--- config.mk ---
export PLATFORM = sky130hd
export DESIGN_NAME = i2c_master_byte_engine
export DESIGN_NICKNAME = d
export VERILOG_FILES = /design/src/sv/i2cm_pkg.sv /design/src/sv/i2cm_queue.sv /design/src/sv/i2cm_front.sv /design/src/sv/i2cm_seq.sv /design/src/sv/i2c_master_byte_engine.sv
export SDC_FILE = /design/constraint.sdc
export NUM_CORES = 1
export LEC_CHECK = 0
export ABC_CLOCK_PERIOD_IN_PS = 2900
export BUFFER_PORTS_ARGS = -buffer_cell sky130_fd_sc_hd__buf_4
export CORE_MARGIN = 2
export CORE_UTILIZATION = 44
export CTS_BUF_LIST = sky130_fd_sc_hd__clkbuf_8 sky130_fd_sc_hd__clkbuf_16
export CTS_CLUSTER_DIAMETER = 120
export CTS_CLUSTER_SIZE = 28
export DETAILED_ROUTE_END_ITERATION = 7
export PLACE_DENSITY = 0.65
export REMOVE_ABC_BUFFERS = 1
export SETUP_SLACK_MARGIN = 0.2
export SLEW_MARGIN = 5
export SYNTH_ARGS = -nofsm -noshare
export SYNTH_HDL_FRONTEND = slang
export SYNTH_SLANG_ARGS = --single-unit
--- constraint.sdc ---
create_clock -name clk -period 2.9 [get_ports clk]
set_clock_uncertainty 0.15 [all_clocks]
set_input_delay 0.29 -clock clk [delete_from_list [all_inputs] [get_ports clk]]
set_output_delay 0.29 -clock clk [all_outputs]
set_load 0.02 [all_outputs]
--- src/sv/i2cm_pkg.sv ---
`timescale 1ns / 1ps
// ----------------------------------------------------------------------------
// I2C master byte engine package
// Shared request and result types, command codes and status codes.
// ----------------------------------------------------------------------------
package i2cm_pkg;

    // Raw command codes as they arrive on the request port.
    localparam logic [2:0] CMD_NONE  = 3'd0;
    localparam logic [2:0] CMD_START = 3'd1;
    localparam logic [2:0] CMD_STOP  = 3'd2;
    localparam logic [2:0] CMD_WRITE = 3'd3;
    localparam logic [2:0] CMD_READ  = 3'd4;

    localparam logic [1:0] ST_OK      = 2'd0;
    localparam logic [1:0] ST_NACK    = 2'd1;
    localparam logic [1:0] ST_TIMEOUT = 2'd2;

    localparam logic [7:0] STRETCH_LIMIT_RESET = 8'd10;

    // One request: one bus sample plus an optional command.
    typedef struct packed {
        logic [2:0] cmd;
        logic [7:0] tx_data;
        logic       nack_after_read;
        logic       scl_in;
        logic       sda_in;
    } req_item_t;

    // One result: line drives and status after the tick.
    typedef struct packed {
        logic       scl_drive_low;
        logic       sda_drive_low;
        logic       busy_res;
        logic       done_res;
        logic [7:0] rx_data;
        logic [1:0] status;
        logic       bus_active;
    } res_item_t;

    // Command after classification; unused codes fold into KIND_NONE.
    typedef enum logic [2:0] {
        KIND_NONE,
        KIND_START,
        KIND_STOP,
        KIND_WRITE,
        KIND_READ
    } cmd_kind_t;

    // Classified request handed from the front end to the sequencer.
    typedef struct packed {
        cmd_kind_t  kind;
        logic [7:0] tx_data;
        logic       nack_after_read;
        logic       scl_in;
        logic       sda_in;
    } bus_step_t;

endpackage

--- src/sv/i2cm_queue.sv ---
`timescale 1ns / 1ps
// ----------------------------------------------------------------------------
// I2C master small queue
// Register-based FIFO; write and read can share a cycle unless full or empty.
// ----------------------------------------------------------------------------
module i2cm_queue #(
    parameter int DATA_W = 8,
    parameter int DEPTH  = 2
) (
    input  logic              clk,
    input  logic              rst_n,
    input  logic              wr_en,
    input  logic [DATA_W-1:0] wr_data,
    output logic              full,
    input  logic              rd_en,
    output logic [DATA_W-1:0] rd_data,
    output logic              empty
);
    localparam int AW = $clog2(DEPTH);
    localparam int CW = $clog2(DEPTH + 1);

    logic [DATA_W-1:0] mem [DEPTH];
    logic [AW-1:0]     wr_ptr_reg;
    logic [AW-1:0]     wr_ptr_next;
    logic [AW-1:0]     rd_ptr_reg;
    logic [AW-1:0]     rd_ptr_next;
    logic [CW-1:0]     count_reg;
    logic [CW-1:0]     count_next;
    logic              do_wr;
    logic              do_rd;

    assign full    = (count_reg == CW'(DEPTH));
    assign empty   = (count_reg == '0);
    assign do_wr   = wr_en && !full;
    assign do_rd   = rd_en && !empty;
    assign rd_data = mem[rd_ptr_reg];

    always_comb
    begin
        wr_ptr_next = wr_ptr_reg;
        rd_ptr_next = rd_ptr_reg;
        count_next  = count_reg;
        if (do_wr)
        begin
            wr_ptr_next = (wr_ptr_reg == AW'(DEPTH - 1)) ? '0 : wr_ptr_reg + AW'(1);
        end
        if (do_rd)
        begin
            rd_ptr_next = (rd_ptr_reg == AW'(DEPTH - 1)) ? '0 : rd_ptr_reg + AW'(1);
        end
        if (do_wr && !do_rd)
        begin
            count_next = count_reg + CW'(1);
        end
        else if (do_rd && !do_wr)
        begin
            count_next = count_reg - CW'(1);
        end
    end

    always_ff @(posedge clk or negedge rst_n)
    begin
        if (!rst_n)
        begin
            wr_ptr_reg <= '0;
            rd_ptr_reg <= '0;
            count_reg  <= '0;
        end
        else
        begin
            wr_ptr_reg <= wr_ptr_next;
            rd_ptr_reg <= rd_ptr_next;
            count_reg  <= count_next;
        end
    end

    always_ff @(posedge clk)
    begin
        if (do_wr)
        begin
            mem[wr_ptr_reg] <= wr_data;
        end
    end

endmodule

--- src/sv/i2cm_front.sv ---
`timescale 1ns / 1ps
// ----------------------------------------------------------------------------
// I2C master front end
// Accepts requests, decodes the command code and queues the classified step.
// ----------------------------------------------------------------------------
module i2cm_front #(
    parameter int DEPTH = 2
) (
    input  logic                 clk,
    input  logic                 rst_n,
    input  logic                 push,
    output logic                 full,
    input  i2cm_pkg::req_item_t  request,
    output i2cm_pkg::bus_step_t  step,
    output logic                 step_valid,
    input  logic                 step_take
);
    i2cm_pkg::bus_step_t classified;
    logic                q_empty;

    always_comb
    begin
        unique case (request.cmd)
            i2cm_pkg::CMD_START: classified.kind = i2cm_pkg::KIND_START;
            i2cm_pkg::CMD_STOP:  classified.kind = i2cm_pkg::KIND_STOP;
            i2cm_pkg::CMD_WRITE: classified.kind = i2cm_pkg::KIND_WRITE;
            i2cm_pkg::CMD_READ:  classified.kind = i2cm_pkg::KIND_READ;
            default:             classified.kind = i2cm_pkg::KIND_NONE;
        endcase
        classified.tx_data         = request.tx_data;
        classified.nack_after_read = request.nack_after_read;
        classified.scl_in          = request.scl_in;
        classified.sda_in          = request.sda_in;
    end

    i2cm_queue #(
        .DATA_W ($bits(i2cm_pkg::bus_step_t)),
        .DEPTH  (DEPTH)
    ) u_step_queue (
        .clk     (clk),
        .rst_n   (rst_n),
        .wr_en   (push),
        .wr_data (classified),
        .full    (full),
        .rd_en   (step_take),
        .rd_data (step),
        .empty   (q_empty)
    );

    assign step_valid = !q_empty;

endmodule

--- src/sv/i2cm_seq.sv ---
`timescale 1ns / 1ps
// ----------------------------------------------------------------------------
// I2C master bit sequencer
// Advances the START / STOP / byte transfer state machine by one bus sample.
// ----------------------------------------------------------------------------
module i2cm_seq (
    input  logic                 clk,
    input  logic                 rst_n,
    input  logic                 cfg_wr_en,
    input  logic [7:0]           cfg_wr_data,
    input  i2cm_pkg::bus_step_t  step,
    input  logic                 step_valid,
    output logic                 step_take,
    output i2cm_pkg::res_item_t  result,
    output logic                 result_push,
    input  logic                 result_full
);
    typedef enum logic [3:0] {
        PH_IDLE,
        PH_ST_BEGIN,
        PH_ST_WAIT,
        PH_ST_SCL,
        PH_SP_SDA,
        PH_SP_REL,
        PH_SP_WAIT,
        PH_WR_BIT,
        PH_REL_SCL,
        PH_WR_WAIT,
        PH_REL_BOTH,
        PH_WR_AWAIT,
        PH_RD_WAIT,
        PH_RD_ABIT,
        PH_RD_AWAIT
    } phase_t;

    phase_t     phase_reg,         phase_next;
    logic       is_write_reg,      is_write_next;
    logic [3:0] bit_count_reg,     bit_count_next;
    logic [7:0] shifter_reg,       shifter_next;
    logic [7:0] stretch_count_reg, stretch_count_next;
    logic       active_reg,        active_next;
    logic [1:0] status_reg,        status_next;
    logic       ack_choice_reg,    ack_choice_next;
    logic       scl_drv_reg,       scl_drv_next;
    logic       sda_drv_reg,       sda_drv_next;
    logic [7:0] rx_hold_reg,       rx_hold_next;
    logic [7:0] stretch_limit_reg;

    logic       done_now;
    logic       wait_low;
    logic       wait_tout;
    logic [3:0] bit_count_inc;

    assign step_take   = step_valid && !result_full;
    assign result_push = step_take;

    // SCL still held low by a slave: either keep waiting or give up.
    assign wait_tout     = !step.scl_in && (stretch_count_reg >= stretch_limit_reg);
    assign wait_low      = !step.scl_in && !wait_tout;
    assign bit_count_inc = bit_count_reg + 4'd1;

    always_comb
    begin
        phase_next         = phase_reg;
        is_write_next      = is_write_reg;
        bit_count_next     = bit_count_reg;
        shifter_next       = shifter_reg;
        stretch_count_next = stretch_count_reg;
        active_next        = active_reg;
        status_next        = status_reg;
        ack_choice_next    = ack_choice_reg;
        scl_drv_next       = scl_drv_reg;
        sda_drv_next       = sda_drv_reg;
        rx_hold_next       = rx_hold_reg;
        done_now           = 1'b0;

        unique case (phase_reg)
            PH_IDLE:
            begin
                if (step.kind != i2cm_pkg::KIND_NONE)
                begin
                    is_write_next  = (step.kind == i2cm_pkg::KIND_WRITE);
                    status_next    = i2cm_pkg::ST_OK;
                    bit_count_next = 4'd0;
                end
                case (step.kind)
                    i2cm_pkg::KIND_START: phase_next = PH_ST_BEGIN;
                    i2cm_pkg::KIND_STOP:  phase_next = PH_SP_SDA;
                    i2cm_pkg::KIND_WRITE:
                    begin
                        shifter_next = step.tx_data;
                        phase_next   = PH_WR_BIT;
                    end
                    i2cm_pkg::KIND_READ:
                    begin
                        shifter_next    = 8'd0;
                        ack_choice_next = step.nack_after_read;
                        phase_next      = PH_REL_BOTH;
                    end
                    default:
                    begin
                        phase_next = PH_IDLE;
                    end
                endcase
            end
            PH_ST_BEGIN:
            begin
                if (active_reg)
                begin
                    // Repeated START: release both lines and wait for SCL high.
                    sda_drv_next       = 1'b0;
                    scl_drv_next       = 1'b0;
                    stretch_count_next = 8'd0;
                    phase_next         = PH_ST_WAIT;
                end
                else
                begin
                    sda_drv_next = 1'b1;
                    phase_next   = PH_ST_SCL;
                end
            end
            PH_ST_WAIT:
            begin
                if (wait_low)
                begin
                    stretch_count_next = stretch_count_reg + 8'd1;
                end
                else if (wait_tout)
                begin
                    status_next = i2cm_pkg::ST_TIMEOUT;
                    done_now    = 1'b1;
                end
                else
                begin
                    sda_drv_next = 1'b1;
                    phase_next   = PH_ST_SCL;
                end
            end
            PH_ST_SCL:
            begin
                scl_drv_next = 1'b1;
                active_next  = 1'b1;
                done_now     = 1'b1;
            end
            PH_SP_SDA:
            begin
                sda_drv_next = 1'b1;
                phase_next   = PH_SP_REL;
            end
            PH_SP_REL:
            begin
                scl_drv_next       = 1'b0;
                stretch_count_next = 8'd0;
                phase_next         = PH_SP_WAIT;
            end
            PH_SP_WAIT:
            begin
                if (wait_low)
                begin
                    stretch_count_next = stretch_count_reg + 8'd1;
                end
                else
                begin
                    if (wait_tout)
                    begin
                        status_next = i2cm_pkg::ST_TIMEOUT;
                    end
                    sda_drv_next = 1'b0;
                    active_next  = 1'b0;
                    done_now     = 1'b1;
                end
            end
            PH_WR_BIT:
            begin
                sda_drv_next = !shifter_reg[7];
                phase_next   = PH_REL_SCL;
            end
            PH_REL_SCL:
            begin
                scl_drv_next       = 1'b0;
                stretch_count_next = 8'd0;
                phase_next         = is_write_reg ? PH_WR_WAIT : PH_RD_AWAIT;
            end
            PH_WR_WAIT:
            begin
                if (wait_low)
                begin
                    stretch_count_next = stretch_count_reg + 8'd1;
                end
                else
                begin
                    if (wait_tout)
                    begin
                        status_next = i2cm_pkg::ST_TIMEOUT;
                    end
                    scl_drv_next   = 1'b1;
                    shifter_next   = {shifter_reg[6:0], 1'b0};
                    bit_count_next = bit_count_inc;
                    if (bit_count_inc >= 4'd8)
                    begin
                        // A timeout on any data bit skips the ACK slot.
                        if (status_next == i2cm_pkg::ST_TIMEOUT)
                        begin
                            done_now = 1'b1;
                        end
                        else
                        begin
                            phase_next = PH_REL_BOTH;
                        end
                    end
                    else
                    begin
                        phase_next = PH_WR_BIT;
                    end
                end
            end
            PH_REL_BOTH:
            begin
                sda_drv_next       = 1'b0;
                scl_drv_next       = 1'b0;
                stretch_count_next = 8'd0;
                phase_next         = is_write_reg ? PH_WR_AWAIT : PH_RD_WAIT;
            end
            PH_WR_AWAIT:
            begin
                if (wait_low)
                begin
                    stretch_count_next = stretch_count_reg + 8'd1;
                end
                else
                begin
                    if (wait_tout)
                    begin
                        status_next = i2cm_pkg::ST_TIMEOUT;
                    end
                    else if (step.sda_in)
                    begin
                        status_next = i2cm_pkg::ST_NACK;
                    end
                    scl_drv_next = 1'b1;
                    done_now     = 1'b1;
                end
            end
            PH_RD_WAIT:
            begin
                if (wait_low)
                begin
                    stretch_count_next = stretch_count_reg + 8'd1;
                end
                else
                begin
                    if (wait_tout)
                    begin
                        status_next = i2cm_pkg::ST_TIMEOUT;
                    end
                    else
                    begin
                        shifter_next = {shifter_reg[6:0], step.sda_in};
                    end
                    scl_drv_next   = 1'b1;
                    bit_count_next = bit_count_inc;
                    phase_next     = (bit_count_inc >= 4'd8) ? PH_RD_ABIT : PH_REL_BOTH;
                end
            end
            PH_RD_ABIT:
            begin
                sda_drv_next = !ack_choice_reg;
                phase_next   = PH_REL_SCL;
            end
            PH_RD_AWAIT:
            begin
                if (wait_low)
                begin
                    stretch_count_next = stretch_count_reg + 8'd1;
                end
                else
                begin
                    if (wait_tout)
                    begin
                        status_next = i2cm_pkg::ST_TIMEOUT;
                    end
                    scl_drv_next = 1'b1;
                    rx_hold_next = shifter_reg;
                    done_now     = 1'b1;
                end
            end
            default:
            begin
                phase_next = PH_IDLE;
            end
        endcase

        if (done_now)
        begin
            phase_next = PH_IDLE;
        end

        result.scl_drive_low = scl_drv_next;
        result.sda_drive_low = sda_drv_next;
        result.busy_res      = (phase_next != PH_IDLE);
        result.done_res      = done_now;
        result.rx_data       = rx_hold_next;
        result.status        = status_next;
        result.bus_active    = active_next;
    end

    always_ff @(posedge clk or negedge rst_n)
    begin
        if (!rst_n)
        begin
            phase_reg         <= PH_IDLE;
            is_write_reg      <= 1'b0;
            bit_count_reg     <= 4'd0;
            shifter_reg       <= 8'd0;
            stretch_count_reg <= 8'd0;
            active_reg        <= 1'b0;
            status_reg        <= i2cm_pkg::ST_OK;
            ack_choice_reg    <= 1'b0;
            scl_drv_reg       <= 1'b0;
            sda_drv_reg       <= 1'b0;
            rx_hold_reg       <= 8'd0;
            stretch_limit_reg <= i2cm_pkg::STRETCH_LIMIT_RESET;
        end
        else
        begin
            if (cfg_wr_en)
            begin
                stretch_limit_reg <= cfg_wr_data;
            end
            if (step_take)
            begin
                phase_reg         <= phase_next;
                is_write_reg      <= is_write_next;
                bit_count_reg     <= bit_count_next;
                shifter_reg       <= shifter_next;
                stretch_count_reg <= stretch_count_next;
                active_reg        <= active_next;
                status_reg        <= status_next;
                ack_choice_reg    <= ack_choice_next;
                scl_drv_reg       <= scl_drv_next;
                sda_drv_reg       <= sda_drv_next;
                rx_hold_reg       <= rx_hold_next;
            end
        end
    end

endmodule

--- src/sv/i2c_master_byte_engine.sv ---
`timescale 1ns / 1ps
// ----------------------------------------------------------------------------
// I2C master byte engine
// Open-drain I2C master driven one bus sample per request.
// ----------------------------------------------------------------------------
// Each request carries one sample of SCL and SDA and an optional command; each
// request produces exactly one result with the line drives and status after
// that sample. The engine takes one request per clock and sustains one result
// per clock while neither side stalls: the sequencer works out a whole tick
// combinationally as its request is taken, so the rate is set only by the two
// small queues, which hold requests and results in registers and let request
// and result sides stall independently. Commands are taken only while the
// sequencer is idle; others are dropped. The stretch limit register may be
// written only while no request is outstanding.
module i2c_master_byte_engine #(
    parameter int QUEUE_DEPTH  = 2,
    parameter int RESULT_DEPTH = 2
) (
    input  logic                clk,
    input  logic                rst_n,
    input  logic                push,
    output logic                full,
    input  i2cm_pkg::req_item_t request,
    output logic                empty,
    input  logic                pop,
    output i2cm_pkg::res_item_t result,
    input  logic                cfg_wr_en,
    input  logic [7:0]          cfg_wr_data
);
    i2cm_pkg::bus_step_t step;
    logic                step_valid;
    logic                step_take;
    i2cm_pkg::res_item_t seq_result;
    logic                result_push;
    logic                result_full;

    i2cm_front #(
        .DEPTH (QUEUE_DEPTH)
    ) u_front (
        .clk        (clk),
        .rst_n      (rst_n),
        .push       (push),
        .full       (full),
        .request    (request),
        .step       (step),
        .step_valid (step_valid),
        .step_take  (step_take)
    );

    i2cm_seq u_seq (
        .clk         (clk),
        .rst_n       (rst_n),
        .cfg_wr_en   (cfg_wr_en),
        .cfg_wr_data (cfg_wr_data),
        .step        (step),
        .step_valid  (step_valid),
        .step_take   (step_take),
        .result      (seq_result),
        .result_push (result_push),
        .result_full (result_full)
    );

    i2cm_queue #(
        .DATA_W ($bits(i2cm_pkg::res_item_t)),
        .DEPTH  (RESULT_DEPTH)
    ) u_result_queue (
        .clk     (clk),
        .rst_n   (rst_n),
        .wr_en   (result_push),
        .wr_data (seq_result),
        .full    (result_full),
        .rd_en   (pop),
        .rd_data (result),
        .empty   (empty)
    );

endmodule

==> reports/metrics.yaml <==
die_w_microns: 118.2
synth-seq-area-share_pct: 54.35
cts_inserted_buffers: 17
cp_slowest_cell: "dfstp_2"
design.final.nets: 624
diodes: 0
layout-drive-gt1-share_pct: 31.10
cts_htree_levels: 4
peak_supply_drop_uv: 479.9
avgViaCountPerCell: 5.345
cp_cell_sequence: "inv_2 -> ha_4 -> a31oi_4 -> and2b_2 -> o311a_4 -> nor2_4 -> nor3_4 -> buf_12 -> mux2_4"
synth_seq_cells: 113
clock_insertion_delay_worst_skew_ps: 420
critPathMaxFanout: 8
die_area_sq_um: 13980
core_area_sq_um: 12670
dr_total_vias: 4116
synth_top_cells_by_count: "edfxtp_1 (58), dfrtp_1 (53), nand2_1 (44)"
detail-route-antenna-nets: 0
maximum_capacitance_violations: 0
post-place-cells: 705
timing.critical_path.from_type: "flip-flop"
p_leak_nw: 3.015
io-pin-count: 44
rsz0062_at_grt: "yes"
seqCellArea_sq_um: 3122
max-clock-path-buffers: 2
status: "finished clean"
synthMostInstantiatedCell: "edfxtp_1"
initial_utilization_pct: 45.31
gp_congestion: 0.9279
yosys.cell_types.count: 67
detail_route.drc_violations: 0
syn-mean-instance-area_sq_um: 11.77
max_slew.worst_pin.slew_ps: 792.7
worst_ep_required_time_ps: 2910
gr-usage-met1_pct: 25.46
finalHoldViolations: 0
synth.top_cells.by_area: "edfxtp_1 (30%), dfrtp_1 (23%), mux2_2 (8.4%)"
routed_wire_length_per_instance_microns: 16.12
die_y_microns: 118.2
synth-async-reset-ratio_pct: 48.67
largest-register: "u_result_queue.mem"
port-buffer-count: 43
max_freq_mhz: 370.5
fin_setup_tns_ps: 0
sink_count: 113
synth_cells: 488
count_of_buffering_cells_on_the_critical_path_with_inverters_included: 2
synth_area_sq_um: 5742
grt.overflow.total: 0
critPathMaxStageDelay_ps: 520
grt_pass1_vias: 4111
grt_busiest_layer: "met2"
cp_top_family: "compound AO/OA/AOI/OAI gates"
clkSlewWorstSetupHoldPaths_ps: 60
grt_antenna_before_repair: 0
timing_max_transition_violations_final: 0
synth_flop_cell: "edfxtp_1"
grt_max_degree: 56
met3_routing_resource_usage_after_global_routing_pct: 4.971
synthesis_warning_total: 0
finalCritPeriodShare_pct: 93.08
multi_input_comb_area_sq_um: 2569
number_of_drc_markers_in_iteration_0: 334
finalNonFillerCells: 770
dp_hpwl_mm: 8.447
synth_largest_area_cell: "edfxtp_1"
power_density_normalized_to_cell_area_nw_per_um2: 1125
tritoncts: "done"
cts_root_buffer: "clkbuf_16"
max_ffs_per_register: 30
biggestRegsByFlops: "u_result_queue.mem x30, u_front.u_step_queue.mem x28"
worst_ep_arrival_time_ps: 2710
drt_pass1_iterations: 5
yosys.area.top_type_share_pct: 30.33
globalRouteTotalUtil_pct: 19.09
hold_wc_path_type: "in -> reg"
grt_pass1_wl_mm: 20.94
finalSetupViolCount: 0
timing.slew.headroom_pct: 47.15
timing.final.crit_period_ps: 2699
setup.worst_path.class: "reg -> reg"
synth_edf_count: 58
num_rows: 41
fillers: 1033
area_growth_syn_to_layout_pct: 28.76
global_route.usage.met2_pct: 30.35
postRouteWirelength_mm: 12.41
end_kind: "flip-flop"
==> layer usage <==
| metal | routed length, microns | share of wire (%) |
|---|---|---|
| met4 | 153 | 1.2 |
| met5 | 0 | 0 |
| met3 | 603 | 4.9 |
| met1 | 5772 | 47 |
| met2 | 5880 | 47 |
==> worst paths after layout <==
| path | start | end | slack [ps] | cells past startpoint |
|---|---|---|---|---|
| min in group asynchronous | rst_n | u_result_queue.count_reg[0] | 320 | 2 |
| max in group asynchronous | rst_n | u_seq.stretch_count_reg[2] | 1770 | 2 |
| hold reg to reg | u_front.u_step_queue.wr_ptr_reg | u_front.u_step_queue.wr_ptr_reg | 340 | 1 |
| hold / removal | request[11] | u_front.u_step_queue.mem[1][13] | 20 | 2 |
| setup reg to reg | u_seq.stretch_limit_reg[1] | u_result_queue.mem[1][8] | 200 | 9 |
| setup / recovery | u_seq.stretch_limit_reg[1] | u_result_queue.mem[1][8] | 200 | 9 |
==> through the flow <==
step / power [mW] / instance area, sq um / hold WS (ps) / utilization, % / setup slack [ps]
final: 8.315 / 7393 / 15.65 / 58.35 / 200.8
after global routing: 8.835 / 7393 / 18.26 / 58.35 / 131.9
after CTS: 8.260 / 7281 / 0.6301 / 57.46 / 201.0
after detailed placement: 6.116 / 6385 / 242.6 / 50.39 / 136.0
after global placement: 6.033 / 6385 / 241.9 / 50.39 / 167.9
after floorplan: 4.924 / 5648 / -155.6 / - / 175.1
==> kinds of logic after synthesis <==
logic type,synth area share [%]
flops,54.35
compound gates,12.99
simple gates,12.81
xor+xnor,2.136
mux,12.09
buf+inv,3.007
fa+ha+maj,2.615
==> timing repair <==
action                                 in CTS  in global routing
hold buffers                               25                  0
setup buffers                               1                  7
endpoints found under the hold margin      83                  0
pin swaps                                   2                 11
gates resized for setup                    10                 11
setup endpoints to repair                  30                 36
cloned                                      0                  0
==> where the power goes <==
| part | switching (mW) | leakage [nW] | internal [mW] | total (mW) |
|---|---|---|---|---|
| registers | 0.415 | 1.25 | 2.37 | 2.78 |
| clock network | 0.768 | 0.273 | 1.23 | 2.00 |
| logic | 1.96 | 1.49 | 1.57 | 3.53 |
==> cell usage in the layout (no fill, tap or decap), types with 8 or more instances in the layout <==
| cell | Yosys | routed |
|---|---|---|
| edfxtp_1 | 58 | 58 |
| nand2b_1 | 8 | 8 |
| mux2i_1 | 15 | 15 |
| xnor2_1 | 11 | 11 |
| buf_4 | 1 | 73 |
| mux2_2 | 43 | 42 |
| nor2b_1 | 9 | 8 |
| nand2_1 | 44 | 43 |
| a21oi_1 | 21 | 21 |
| dlygate4sd3_1 | 0 | 25 |
| dfrtp_1 | 53 | 52 |
| clkbuf_16 | 0 | 17 |
| nand3_1 | 15 | 15 |
| nor2_1 | 26 | 26 |
| inv_1 | 19 | 18 |
| ha_1 | 12 | 10 |
| o21ai_0 | 37 | 36 |
==> layout make-up <==
cell class	count	area share (%)
clock buffers	19	6.126
clock inverters	13	1.709
inverters	21	1.066
multi-input cells	332	34.74
flip-flops and latches	113	42.22
well taps	172	2.911
repair buffers	100	11.22
Note: power is estimated with default switching activity, not from simulation.
